===== src/hdl/bsc_pkg.sv =====
// ----------------------------------------------------------------------------
// bsc_pkg
// Shared types, defaults and helpers for the bitmap set/clear/find engine.
// ----------------------------------------------------------------------------
package bsc_pkg;

    localparam int DEF_MAP_BITS  = 65536;
    localparam int DEF_WORD_BITS = 64;
    localparam int DEF_MAX_FOUND = 64;

    typedef enum logic [1:0] {
        KIND_SET   = 2'd0,
        KIND_CLEAR = 2'd1,
        KIND_TEST  = 2'd2,
        KIND_FIND  = 2'd3
    } t_kind;

    typedef enum logic [3:0] {
        ST_CLEAR,
        ST_IDLE,
        ST_QUOT,
        ST_REM,
        ST_READ,
        ST_EXEC,
        ST_SCAN,
        ST_LOAD,
        ST_DONE
    } t_state;

    typedef struct packed {
        logic clr_step;
        logic accept;
        logic calc_quot;
        logic calc_rem;
        logic mem_rd;
        logic exec;
        logic find_start;
        logic scan_next;
        logic scan_load;
        logic take;
        logic emit_final;
    } t_cmd;

    typedef struct packed {
        logic  clr_last;
        t_kind kind;
        logic  in_map;
        logic  cnt_zero;
        logic  cur_zero;
        logic  word_last;
        logic  pos_over;
        logic  pend_valid;
        logic  left_one;
        logic  out_free;
    } t_stat;

    // Position of the lowest set bit by halving steps; v must be nonzero.
    function automatic logic [5:0] lowest_set(input logic [63:0] v);
        logic [5:0]  n;
        logic [63:0] t;
        n = 6'd0;
        t = v;
        if (t[31:0] == 32'h0) begin
            n = n + 6'd32;
            t = t >> 32;
        end
        if (t[15:0] == 16'h0) begin
            n = n + 6'd16;
            t = t >> 16;
        end
        if (t[7:0] == 8'h0) begin
            n = n + 6'd8;
            t = t >> 8;
        end
        if (t[3:0] == 4'h0) begin
            n = n + 6'd4;
            t = t >> 4;
        end
        if (t[1:0] == 2'h0) begin
            n = n + 6'd2;
            t = t >> 2;
        end
        if (t[0] == 1'b0) begin
            n = n + 6'd1;
        end
        return n;
    endfunction

endpackage


===== src/hdl/bsc_ctrl.sv =====
// ----------------------------------------------------------------------------
// bsc_ctrl
// Sequencer: clearing pass, index decode, word access and find walk.
// ----------------------------------------------------------------------------
module bsc_ctrl import bsc_pkg::*; (
    input  logic   i_clk,
    input  logic   i_rst_n,
    input  logic   i_in_valid,
    output logic   o_in_stall,
    input  t_stat  i_stat,
    output t_cmd   o_cmd
);

    t_state r_state;
    t_state n_state;

    always_ff @(posedge i_clk) begin
        if (!i_rst_n) begin
            r_state <= ST_CLEAR;
        end else begin
            r_state <= n_state;
        end
    end

    // next state
    always_comb begin
        n_state = r_state;
        case (r_state)
            ST_CLEAR: begin
                if (i_stat.clr_last) n_state = ST_IDLE;
            end
            ST_IDLE: begin
                if (i_in_valid) n_state = ST_QUOT;
            end
            ST_QUOT: n_state = ST_REM;
            ST_REM:  n_state = ST_READ;
            ST_READ: n_state = ST_EXEC;
            ST_EXEC: begin
                if (i_stat.kind != KIND_FIND) begin
                    if (i_stat.out_free) n_state = ST_IDLE;
                end else if (!i_stat.in_map || i_stat.cnt_zero) begin
                    n_state = ST_DONE;
                end else begin
                    n_state = ST_SCAN;
                end
            end
            ST_SCAN: begin
                if (i_stat.cur_zero) begin
                    n_state = i_stat.word_last ? ST_DONE : ST_LOAD;
                end else if (i_stat.pos_over) begin
                    n_state = ST_DONE;
                end else if (!i_stat.pend_valid || i_stat.out_free) begin
                    if (i_stat.left_one) n_state = ST_DONE;
                end
            end
            ST_LOAD: n_state = ST_SCAN;
            ST_DONE: begin
                if (i_stat.out_free) n_state = ST_IDLE;
            end
            default: n_state = ST_CLEAR;
        endcase
    end

    // commands
    always_comb begin
        o_cmd = '0;
        case (r_state)
            ST_CLEAR: o_cmd.clr_step  = 1'b1;
            ST_IDLE:  o_cmd.accept    = i_in_valid;
            ST_QUOT:  o_cmd.calc_quot = 1'b1;
            ST_REM:   o_cmd.calc_rem  = 1'b1;
            ST_READ:  o_cmd.mem_rd    = 1'b1;
            ST_EXEC: begin
                if (i_stat.kind != KIND_FIND) begin
                    o_cmd.exec = i_stat.out_free;
                end else if (i_stat.in_map && !i_stat.cnt_zero) begin
                    o_cmd.find_start = 1'b1;
                end
            end
            ST_SCAN: begin
                if (i_stat.cur_zero) begin
                    o_cmd.scan_next = !i_stat.word_last;
                end else if (!i_stat.pos_over) begin
                    o_cmd.take = !i_stat.pend_valid || i_stat.out_free;
                end
            end
            ST_LOAD:  o_cmd.scan_load  = 1'b1;
            ST_DONE:  o_cmd.emit_final = i_stat.out_free;
            default:  o_cmd = '0;
        endcase
    end

    assign o_in_stall = (r_state != ST_IDLE);

endmodule


===== config.mk =====
export PLATFORM = sky130hd
export DESIGN_NAME = bsc_ctrl
export DESIGN_NICKNAME = d
export VERILOG_FILES = /design/src/hdl/bsc_pkg.sv /design/src/hdl/bsc_ctrl.sv
export SDC_FILE = /design/constraint.sdc
export NUM_CORES = 1
export LEC_CHECK = 0
export ABC_AREA = 1
export BUFFER_PORTS_ARGS = -buffer_cell sky130_fd_sc_hd__buf_4
export CAP_MARGIN = 20
export CORE_AREA = 2 2 39 41
export CTS_CLUSTER_SIZE = 12
export DETAILED_ROUTE_END_ITERATION = 8
export DIE_AREA = 0 0 41 43
export HOLD_SLACK_MARGIN = 0.02
export PLACE_DENSITY = 0.7
export SYNTH_ARGS = -nofsm -noshare
export SYNTH_HDL_FRONTEND = slang
export SYNTH_SLANG_ARGS = --single-unit
export TNS_END_PERCENT = 30

===== constraint.sdc =====
create_clock -name i_clk -period 1.7 [get_ports i_clk]
set_clock_uncertainty 0.15 [all_clocks]
set_input_delay 0.255 -clock i_clk [delete_from_list [all_inputs] [get_ports i_clk]]
set_output_delay 0.255 -clock i_clk [all_outputs]
set_load 0.01 [all_outputs]

==> results of run 1 <==
-- cells by family (layout without fill, tap and decap cells) --
logic type | Yosys count | in the layout
and+or+nand+nor | 55 | 55
AOI/OAI and AO/OA | 5 | 5
buffers and inverters | 16 | 44
DFF | 4 | 4
-- metrics by stage --
stage          instance area [um^2]  hold WS [ps]  std cells  power [mW]   util
2_1_floorplan                   427           203         80       0.303      -
3_3_place_gp                    634           310        121       0.407  0.458
3_5_place_dp                    634           312        121       0.411  0.458
4_1_cts                         657          73.4        124       0.529  0.475
5_1_grt                         666          84.0        124       0.575  0.481
6_report                        666          75.1        124       0.528  0.481
-- where the power goes --
part           total (mW)  leakage, nW  switching (mW)  internal, mW
sequential          0.131       0.0338          0.0191         0.112
combinational       0.282        0.340           0.164         0.119
clock               0.115       0.0138          0.0358        0.0788
-- cell type report --
cell class / count / share of cell area
clock buffer: 3 / 0.0338
tap: 16 / 0.0301
inverter: 16 / 0.0902
multi-input combinational: 60 / 0.438
sequential: 4 / 0.126
timing repair buffer: 25 / 0.282
-- worst min path at each step --
stage	slack (ps)	end	depth (start not counted)	from
5_1_grt	80	r_state[2]$_SDFFE_PN0P_	3	i_rst_n
3_3_place_gp	310	r_state[2]$_SDFFE_PN0P_	3	i_rst_n
6_report	80	r_state[2]$_SDFFE_PN0P_	3	i_rst_n
3_5_place_dp	310	r_state[2]$_SDFFE_PN0P_	3	i_rst_n
2_1_floorplan	200	r_state[2]$_SDFFE_PN0P_	2	i_rst_n
4_1_cts	70	r_state[2]$_SDFFE_PN0P_	3	i_rst_n
-- cell usage after synthesis (all sizes together) --
cell type / n / area share
nand4: 3 / 0.044
inv: 16 / 0.14
a21oi: 3 / 0.044
nand3: 10 / 0.13
nand3b: 1 / 0.018
dfxtp: 4 / 0.19
nor2: 23 / 0.25
o21ai: 2 / 0.023
nand2: 18 / 0.16
-- timing repair --
item,4_1_cts,5_1_grt
endpoints found under the setup margin,0,4
hold buffers,0,0
gates resized for setup,0,4
-- metal layers --
metal  share of wire  track usage  vias to the layer above
li1                -            -                      307
met1            0.42        0.193                      263
met2            0.51        0.241                       28
met3           0.073       0.0524                        2
met4          0.0025       0.0400                        0
met5               0            0                        -
-- critical path, delay by kind of cell (launching register included) --
kind	cells	cell delay [ps]
AOI/OAI and AO/OA	1	110
buffers and inverters	2	230
and+or+nand+nor	3	280
DFF	1	350
==> metrics.txt, run 1 <==
final wirelength 1210 um; fin. max-slew vios 0; Nets 124; reg-to-reg startpoint r_state[3]$_SDFFE_PN0P_; PwrDens 793 nW/um^2; Slowest cell on crit path dfxtp_1; Syn-to-layout area delta 56.0%; Core ar. 1380 um^2; Synth Area in XOR/XNOR 0; H-Tree Depth 1; clock buffer depth 2; DIE AREA 1760 um^2; GP Congestion 0.823; post-synthesis cell type count 16; endpoints failing setup 0; DRT Pass-1 Iters 4; multiplexer share of the synthesized area 0; Hold Crit Class in -> reg; Die Ht 43 um; CP arrival 1210 ps; Worst R2R Path Depth 8; antenna diode count 0; outcome complete, no violations; clk_lat worst skew 230 ps; Slew @ Worst Pin 218 ps; Top Registers r_state: 4 flops; Fin Setup TNS 0 ps; I/O pin total 26; largest register by flop count r_state; max reg flops 4; Max-cap violations 0; CTS buffer count 3; initial antenna violation count 0; die width 41 um; main combinational cell family by area after synthesis simple AND/OR/NAND/NOR gates; Crit path required time 1290 ps; Final Worst Setup Slack 85.2 ps; unrepaired setup endpoints after global routing false; Fill cells 149; crit share post-route 0.950; Initial Util 0.308; largest net degree at the start of global routing 6; Max VDD drop 696 uV; Syn Area/Cell 5.33 um^2; Post-DP HPWL 1060 um; setup slack, reg-to-reg 290 ps; LEAKAGE 0.388 nW; first-pass GRT wire length 1880 um; fraction of layout cells with a size suffix above 1 0.389; Setup WS pre-CTS 266 ps; CTS tree built; total congestion overflow 0; startpoint type of the worst setup path register; Vias 600; Post-CTS Setup Inserts 0; Synth Area in Simple Gates 0.604; most common cell after layout, fill and taps aside buf_4; Via density 4.84; vias in the first global route 492; critical path capture point type output pin; highest-count cells in the layout ignoring fill and taps buf_4 (25), nor2_1 (19), nand2_1 (17), inv_1 (12), nand3_1 (9); register area share after synthesis 0.188; synthesized area 427 um^2; Row Count 14; area of the multi-input gates 292 um^2; Initial DRC Count 26; CP max stage delay 350 ps; Worst Setup SP r_state[3]$_SDFFE_PN0P_; Yosys reg bits 4; FF+latch area 83.8 um^2; Achievable Freq 0.619 GHz; slew margin rel. 0.853; worst reg2reg path endpoint r_state[2]$_SDFFE_PN0P_; CP cell instances inv_2 -> nand2_2 -> nor2_4 -> nand2_1 -> a21oi_1 -> buf_4; CP endpoint o_cmd[1]; Port-buffer cells 25; Root Driver clkbuf_4; Clock Pin Slew Worst Setup and Hold Paths 40 ps; GRT Util Overall 0.154; Synth Instances 80; net count after synthesis 94; WL/cell 9.77 um; Max FO, Critical Path 5; adder-cell share of the synthesized area 0; CTS Sinks 4; Tmin final 1610 ps; antenna-violating nets left 0; Synth Area in Compound Gates 0.0674; final hold vios 0; Synth warnings 0; CP Class reg -> out; DRC 0
Power figures use the tool's default switching activity.
==> inputs of run 2 (changes only) <==
PLACE_DENSITY = 0.59   (was 0.7)
==> run 2 against run 1 <==
  * Fmax shrank 1.1%
  * Worst hold slack better by 10 ps
  * Critical endpoint is now o_cmd[4]
  * First-iteration DRC count is 58% lower
==> metrics.txt, run 2 (same netlist as run 1, synthesis figures left out) <==
Root Driver clkbuf_4; CTS Sinks 4 (unchanged); Port-buffer cells 25 (unchanged); antenna-violating nets left 0 (unchanged); Top Registers r_state: 4 flops; DRC 0 (unchanged); Fill cells 161 (+8.1%); LEAKAGE 0.392 nW (+1.2%); highest-count cells in the layout ignoring fill and taps buf_4 (26), nor2_1 (18), nand2_1 (17), inv_1 (12), nand3_1 (8); Post-DP HPWL 1040 um (-1.6%); Crit path required time 1290 ps (about the same); CP most frequent cell inv_2; CP arrival 1230 ps (+20 ps); unrepaired setup endpoints after global routing true; die width 41 um (unchanged); I/O pin total 26 (unchanged); Hold Crit Class in -> reg; fin. max-slew vios 0 (unchanged); DRT Pass-1 Iters 5 (+1); sequential fraction of design power 0.247 (about the same); largest net degree at the start of global routing 6 (unchanged); Clock Pin Slew Worst Setup and Hold Paths 40 ps (about the same); Clk pwr share 0.214 (-0.003); Final Non-Filler Cells 125 (+0.81%); Initial DRC Count 11 (-58%); Row Count 14 (unchanged); final wirelength 1200 um (-0.91%); Finished Core Util 0.491 (+0.00994); FF+latch area 82.6 um^2 (-1.5%); CTS buffer count 3 (unchanged); Core ar. 1380 um^2 (unchanged); slew margin rel. 0.839 (-0.0148); Initial Util 0.308 (unchanged); Slowest cell on crit path dfxtp_1; Setup WS pre-CTS 259 ps (-6.70 ps); Worst Setup SP r_state[0]$_SDFFE_PN0P_; WHS 85.5 ps (+10.4 ps); Vias 588 (-2.0%); startpoint type of the worst setup path register; DIE AREA 1760 um^2 (unchanged); Slew @ Worst Pin 241 ps (+23.6 ps); Sw Share 0.411 (-0.00327); Final Worst Setup Slack 67.9 ps (-17.2 ps); most common cell after layout, fill and taps aside buf_4; final hold vios 0 (unchanged); outcome complete, no violations; largest register by flop count r_state; critical path capture point type output pin; CP bufs+invs 4 (+2); Max FO, Critical Path 4 (-1); clk_lat worst skew 230 ps (about the same); fraction of layout cells with a size suffix above 1 0.404 (+0.0148); Max VDD drop 343 uV (-51%); Top delay family on crit path flip-flops; Die Ht 43 um (unchanged); Achievable Freq 0.613 GHz (-1.1%); power dissipated by switching net loads 0.215 mW (-1.9%); Placed Cells 121 (unchanged); Via density 4.70 (-2.8%); CTS tree built; clock buffer depth 2 (unchanged); WL/cell 9.61 um (-1.7%); final instance area 679 um^2 (+2.1%); H-Tree Depth 1 (unchanged); total power 0.522 mW (-1.1%); Int Power 0.308 mW (-0.56%); Max-cap violations 0 (unchanged); CP Class reg -> out; reg-to-reg startpoint r_state[3]$_SDFFE_PN0P_; Fin Setup TNS 0 ps (unchanged); total congestion overflow 0 (unchanged); Post-CTS Hold Buffers 0 (unchanged); PwrDens 769 nW/um^2 (-3.1%); Tmin final 1630 ps (+17.2 ps); Syn-to-layout area delta 59.2%; max reg flops 4 (unchanged); crit share post-route 0.960 (+0.0101); placed instance area 634 um^2 (unchanged); vias in the first global route 491 (-0.20%); GP Congestion 0.767 (-6.8%); antenna diode count 0 (unchanged); first-pass GRT wire length 1870 um (-0.37%); CP max stage delay 380 ps (+30 ps); initial antenna violation count 0 (unchanged); share of total power in combinational logic 0.539 (+0.004); endpoints failing setup 0 (unchanged); HP Start i_rst_n; GRT Util Overall 0.153 (-0.000851); area of the multi-input gates 299 um^2 (+2.6%); Nets 125 (+0.81%); CP cell instances inv_2 -> nor2_4 -> inv_2 -> nor2_4 -> nand2_1 -> inv_2 -> buf_4
==> run 2: cell types whose count changed in the layout (fill, tap and decap cells not counted) <==
cell	previous run	this run
buf_4	25	26
dfxtp_1	1	2
dfxtp_2	3	2
nand3_1	9	8
nand3_2	1	2
nor2_1	19	18
nor2_2	1	2
==> run 2: final cells by class <==
type	instances	share of cell area
multi-input cells	60	0.440
well taps	16	0.0295
inverters	16	0.0884
repair buffers	26	0.287
clock buffers	3	0.0331
flip-flops and latches	4	0.122
==> run 2: what timing repair did <==
action,CTS,global route
endpoints found under the setup margin,0,3
setup buffers,0,1
resized for setup,0,5
==> run 2: final timing paths <==
path | to | slack [ps] | depth (start not counted)
setup / recovery | o_cmd[4] | 70 | 7
hold / removal | r_state[2]$_SDFFE_PN0P_ | 90 | 3
setup reg to reg | r_state[1]$_SDFFE_PN0P_ | 230 | 9
hold reg to reg | r_state[0]$_SDFFE_PN0P_ | 500 | 3
==> run 2: worst reg2reg max path, stage by stage, from the launching register on <==
cell and delay [ps]:
dfxtp_1 420, inv_2 90, nand2_2 130, nor2_4 60
buf_4 130, nand3_2 70, inv_1 50, nor2_2 110
nand2_1 60, a21oi_1 120
==> run 2: per-layer routing <==
layer | global-route usage | part of all wire | wire (um)
met4 | 0.0800 | 0.0017 | 2
met5 | 0 | 0 | 0
met1 | 0.203 | 0.44 | 524
met2 | 0.231 | 0.51 | 613
met3 | 0.0157 | 0.050 | 60
==> run 2: power groups by stage <==
stage	clock network [mW]	registers, mW	logic [mW]
final	0.112	0.129	0.281
after detailed placement	0	0.129	0.281
after global placement	0	0.128	0.282
after global routing	0.115	0.131	0.315
after floorplan	0	0.126	0.178
after CTS	0.115	0.127	0.281
==> inputs of run 3 (changes only) <==
PLACE_DENSITY = 0.65   (was 0.59)
SETUP_SLACK_MARGIN = 0.3   (was not set)
==> run 3 against run 2 <==
  * Worst setup slack improved by 38 ps
  * Cell count rose by 7.2%
  * Global-route usage rose by 4.6 points
  * Largest cell class unchanged
  * Combinational power rose by 14%
  * Sequential share of layout area fell by 0.11 points
  * Core utilization rose by 8.0 points
  * Flip-flop and latch count did not move
  * Via count rose by 9.5%
  * Critical path type unchanged
  * Critical path depth fell by 1
==> metrics.txt, run 3 (same netlist as run 1, synthesis figures left out) <==
vias in the first global route 575 (+17%); Via density 4.81 (+2.2%); CTS buffer count 3 (unchanged); routed wl met3 129 um (+110%); Achievable Freq 0.627 GHz (+2.4%); Clock Pin Slew Worst Setup and Hold Paths 40 ps (about the same); unrepaired setup endpoints after global routing true; Root Driver clkbuf_4; LEAKAGE 0.443 nW (+13%); largest net degree at the start of global routing 6 (unchanged); clk_lat worst skew 250 ps (+20 ps); final wirelength 1600 um (+33%); Initial Util 0.308 (unchanged); PwrDens 743 nW/um^2 (-3.3%); CP arrival 1190 ps (-40 ps); WL/cell 11.9 um (+24%); area of the multi-input gates 320 um^2 (+7.1%); Syn-to-layout area delta 85.0%; slew margin rel. 0.853 (+0.0146); fin. max-slew vios 0 (unchanged); DRC 0 (unchanged); Max-cap violations 0 (unchanged); Slew @ Worst Pin 219 ps (-21.9 ps); Top Registers r_state: 4 flops; Port-buffer cells 25 (unchanged); wire length on met1 571 um (+9.0%); Row Count 14 (unchanged); Final Worst Setup Slack 106 ps (+37.9 ps); outcome complete, no violations; H-Tree Depth 1 (unchanged); total power 0.587 mW (+12%); antenna diode count 0 (unchanged); Fin Setup TNS 0 ps (unchanged); die width 41 um (unchanged); Max FO, Critical Path 5 (+1); largest register by flop count r_state; Vias 644 (+9.5%); Tmin final 1590 ps (-37.9 ps); fraction of layout cells with a size suffix above 1 0.517 (+0.113); crit share post-route 0.938 (-0.0223); Hold Crit Class in -> reg; Post-CTS Hold Buffers 0 (unchanged); endpoints failing setup 0 (unchanged); Core ar. 1380 um^2 (unchanged); CTS tree built; CTS Sinks 4 (unchanged); GRT Util Overall 0.199 (+0.0460); total congestion overflow 0 (unchanged); DIE AREA 1760 um^2 (unchanged); final hold vios 0 (unchanged); FF+latch area 95.1 um^2 (+15%); startpoint type of the worst setup path register; Fill cells 137 (-15%); initial antenna violation count 0 (unchanged); met2 WL 873 um (+42%); Post-DP HPWL 1070 um (+3.1%); clock buffer depth 2 (unchanged); max reg flops 4 (unchanged); Final Non-Filler Cells 134 (+7.2%); Finished Core Util 0.571 (+0.0796); antenna-violating nets left 0 (unchanged); DRT Pass-1 Iters 4 (-1); Initial DRC Count 30 (+19); Die Ht 43 um (unchanged); Crit path required time 1290 ps (about the same); Placed Cells 121 (unchanged); Setup WS pre-CTS 289 ps (+29.9 ps); I/O pin total 26 (unchanged); first-pass GRT wire length 2390 um (+28%); GP Congestion 0.878 (+14%); CP Class reg -> out; most common cell after layout, fill and taps aside buf_4; highest-count cells in the layout ignoring fill and taps buf_4 (34), nor2_1 (16), nand2_1 (14), inv_1 (12), nand3_1 (8); Max VDD drop 704 uV (+110%); critical path capture point type output pin; top sig layer met4; Nets 134 (+7.2%)
run 3: cell count changes in the layout (fill, tap and decap cells not counted), moves of 2 or more:
cell / delta
dfxtp_2: -2
nor2_2: +2
dfxtp_4: +4
inv_4: +2
inv_2: -2
buf_4: +8
dfxtp_1: -2
nand2_1: -3
nor2_1: -2
nand2_2: +2
run 3: repair_timing:
| item | 4_1_cts | 5_1_grt |
|---|---|---|
| resized for setup | 9 | 12 |
| pin swaps | 2 | 5 |
| endpoints found under the setup margin | 12 | 16 |
| buffers inserted | 5 | 5 |
run 3: routing by layer:
| layer | GRT usage | vias up |
|---|---|---|
| met3 | 0.0419 | 2 |
| met4 | 0.0800 | 0 |
| met2 | 0.303 | 30 |
| met5 | 0 | - |
| met1 | 0.260 | 285 |
| li1 | - | 327 |
run 3: final timing paths:
path / start / endpoint / slack (ps) / cells after the start
worst max-delay path: r_state[3]$_SDFFE_PN0P_ / o_cmd[1] / 110 / 6
worst min register to register: r_state[2]$_SDFFE_PN0P_ / r_state[0]$_SDFFE_PN0P_ / 520 / 3
worst max register to register: r_state[0]$_SDFFE_PN0P_ / r_state[1]$_SDFFE_PN0P_ / 210 / 10
worst min-delay path: i_rst_n / r_state[2]$_SDFFE_PN0P_ / 40 / 3
run 3: stage by stage:
stage / hold WS [ps] / area [um^2]
floorplan: 203 / 427
global placement: 306 / 634
finish: 44.5 / 790
CTS: 48.6 / 718
global route: 62.2 / 790
detailed placement: 303 / 634
run 3: layout make-up:
class                   instances  area share
clock buffers                   3      0.0285
inverters                      16      0.0824
multi-input cells              60       0.406
flip-flops and latches          4       0.120
well taps                      16      0.0254
repair buffers                 35       0.338
run 3: critical path, stage by stage, from the launching register on:
cell and delay [ps]:
dfxtp_4 370, inv_4 80, nand2_4 70, nor2_4 140, nand2_2 60, a21oi_2 90, buf_4 130
run 3: power by group:
group	internal [mW]	switching [mW]
clock	0.0795	0.0477
sequential	0.113	0.0272
combinational	0.138	0.181
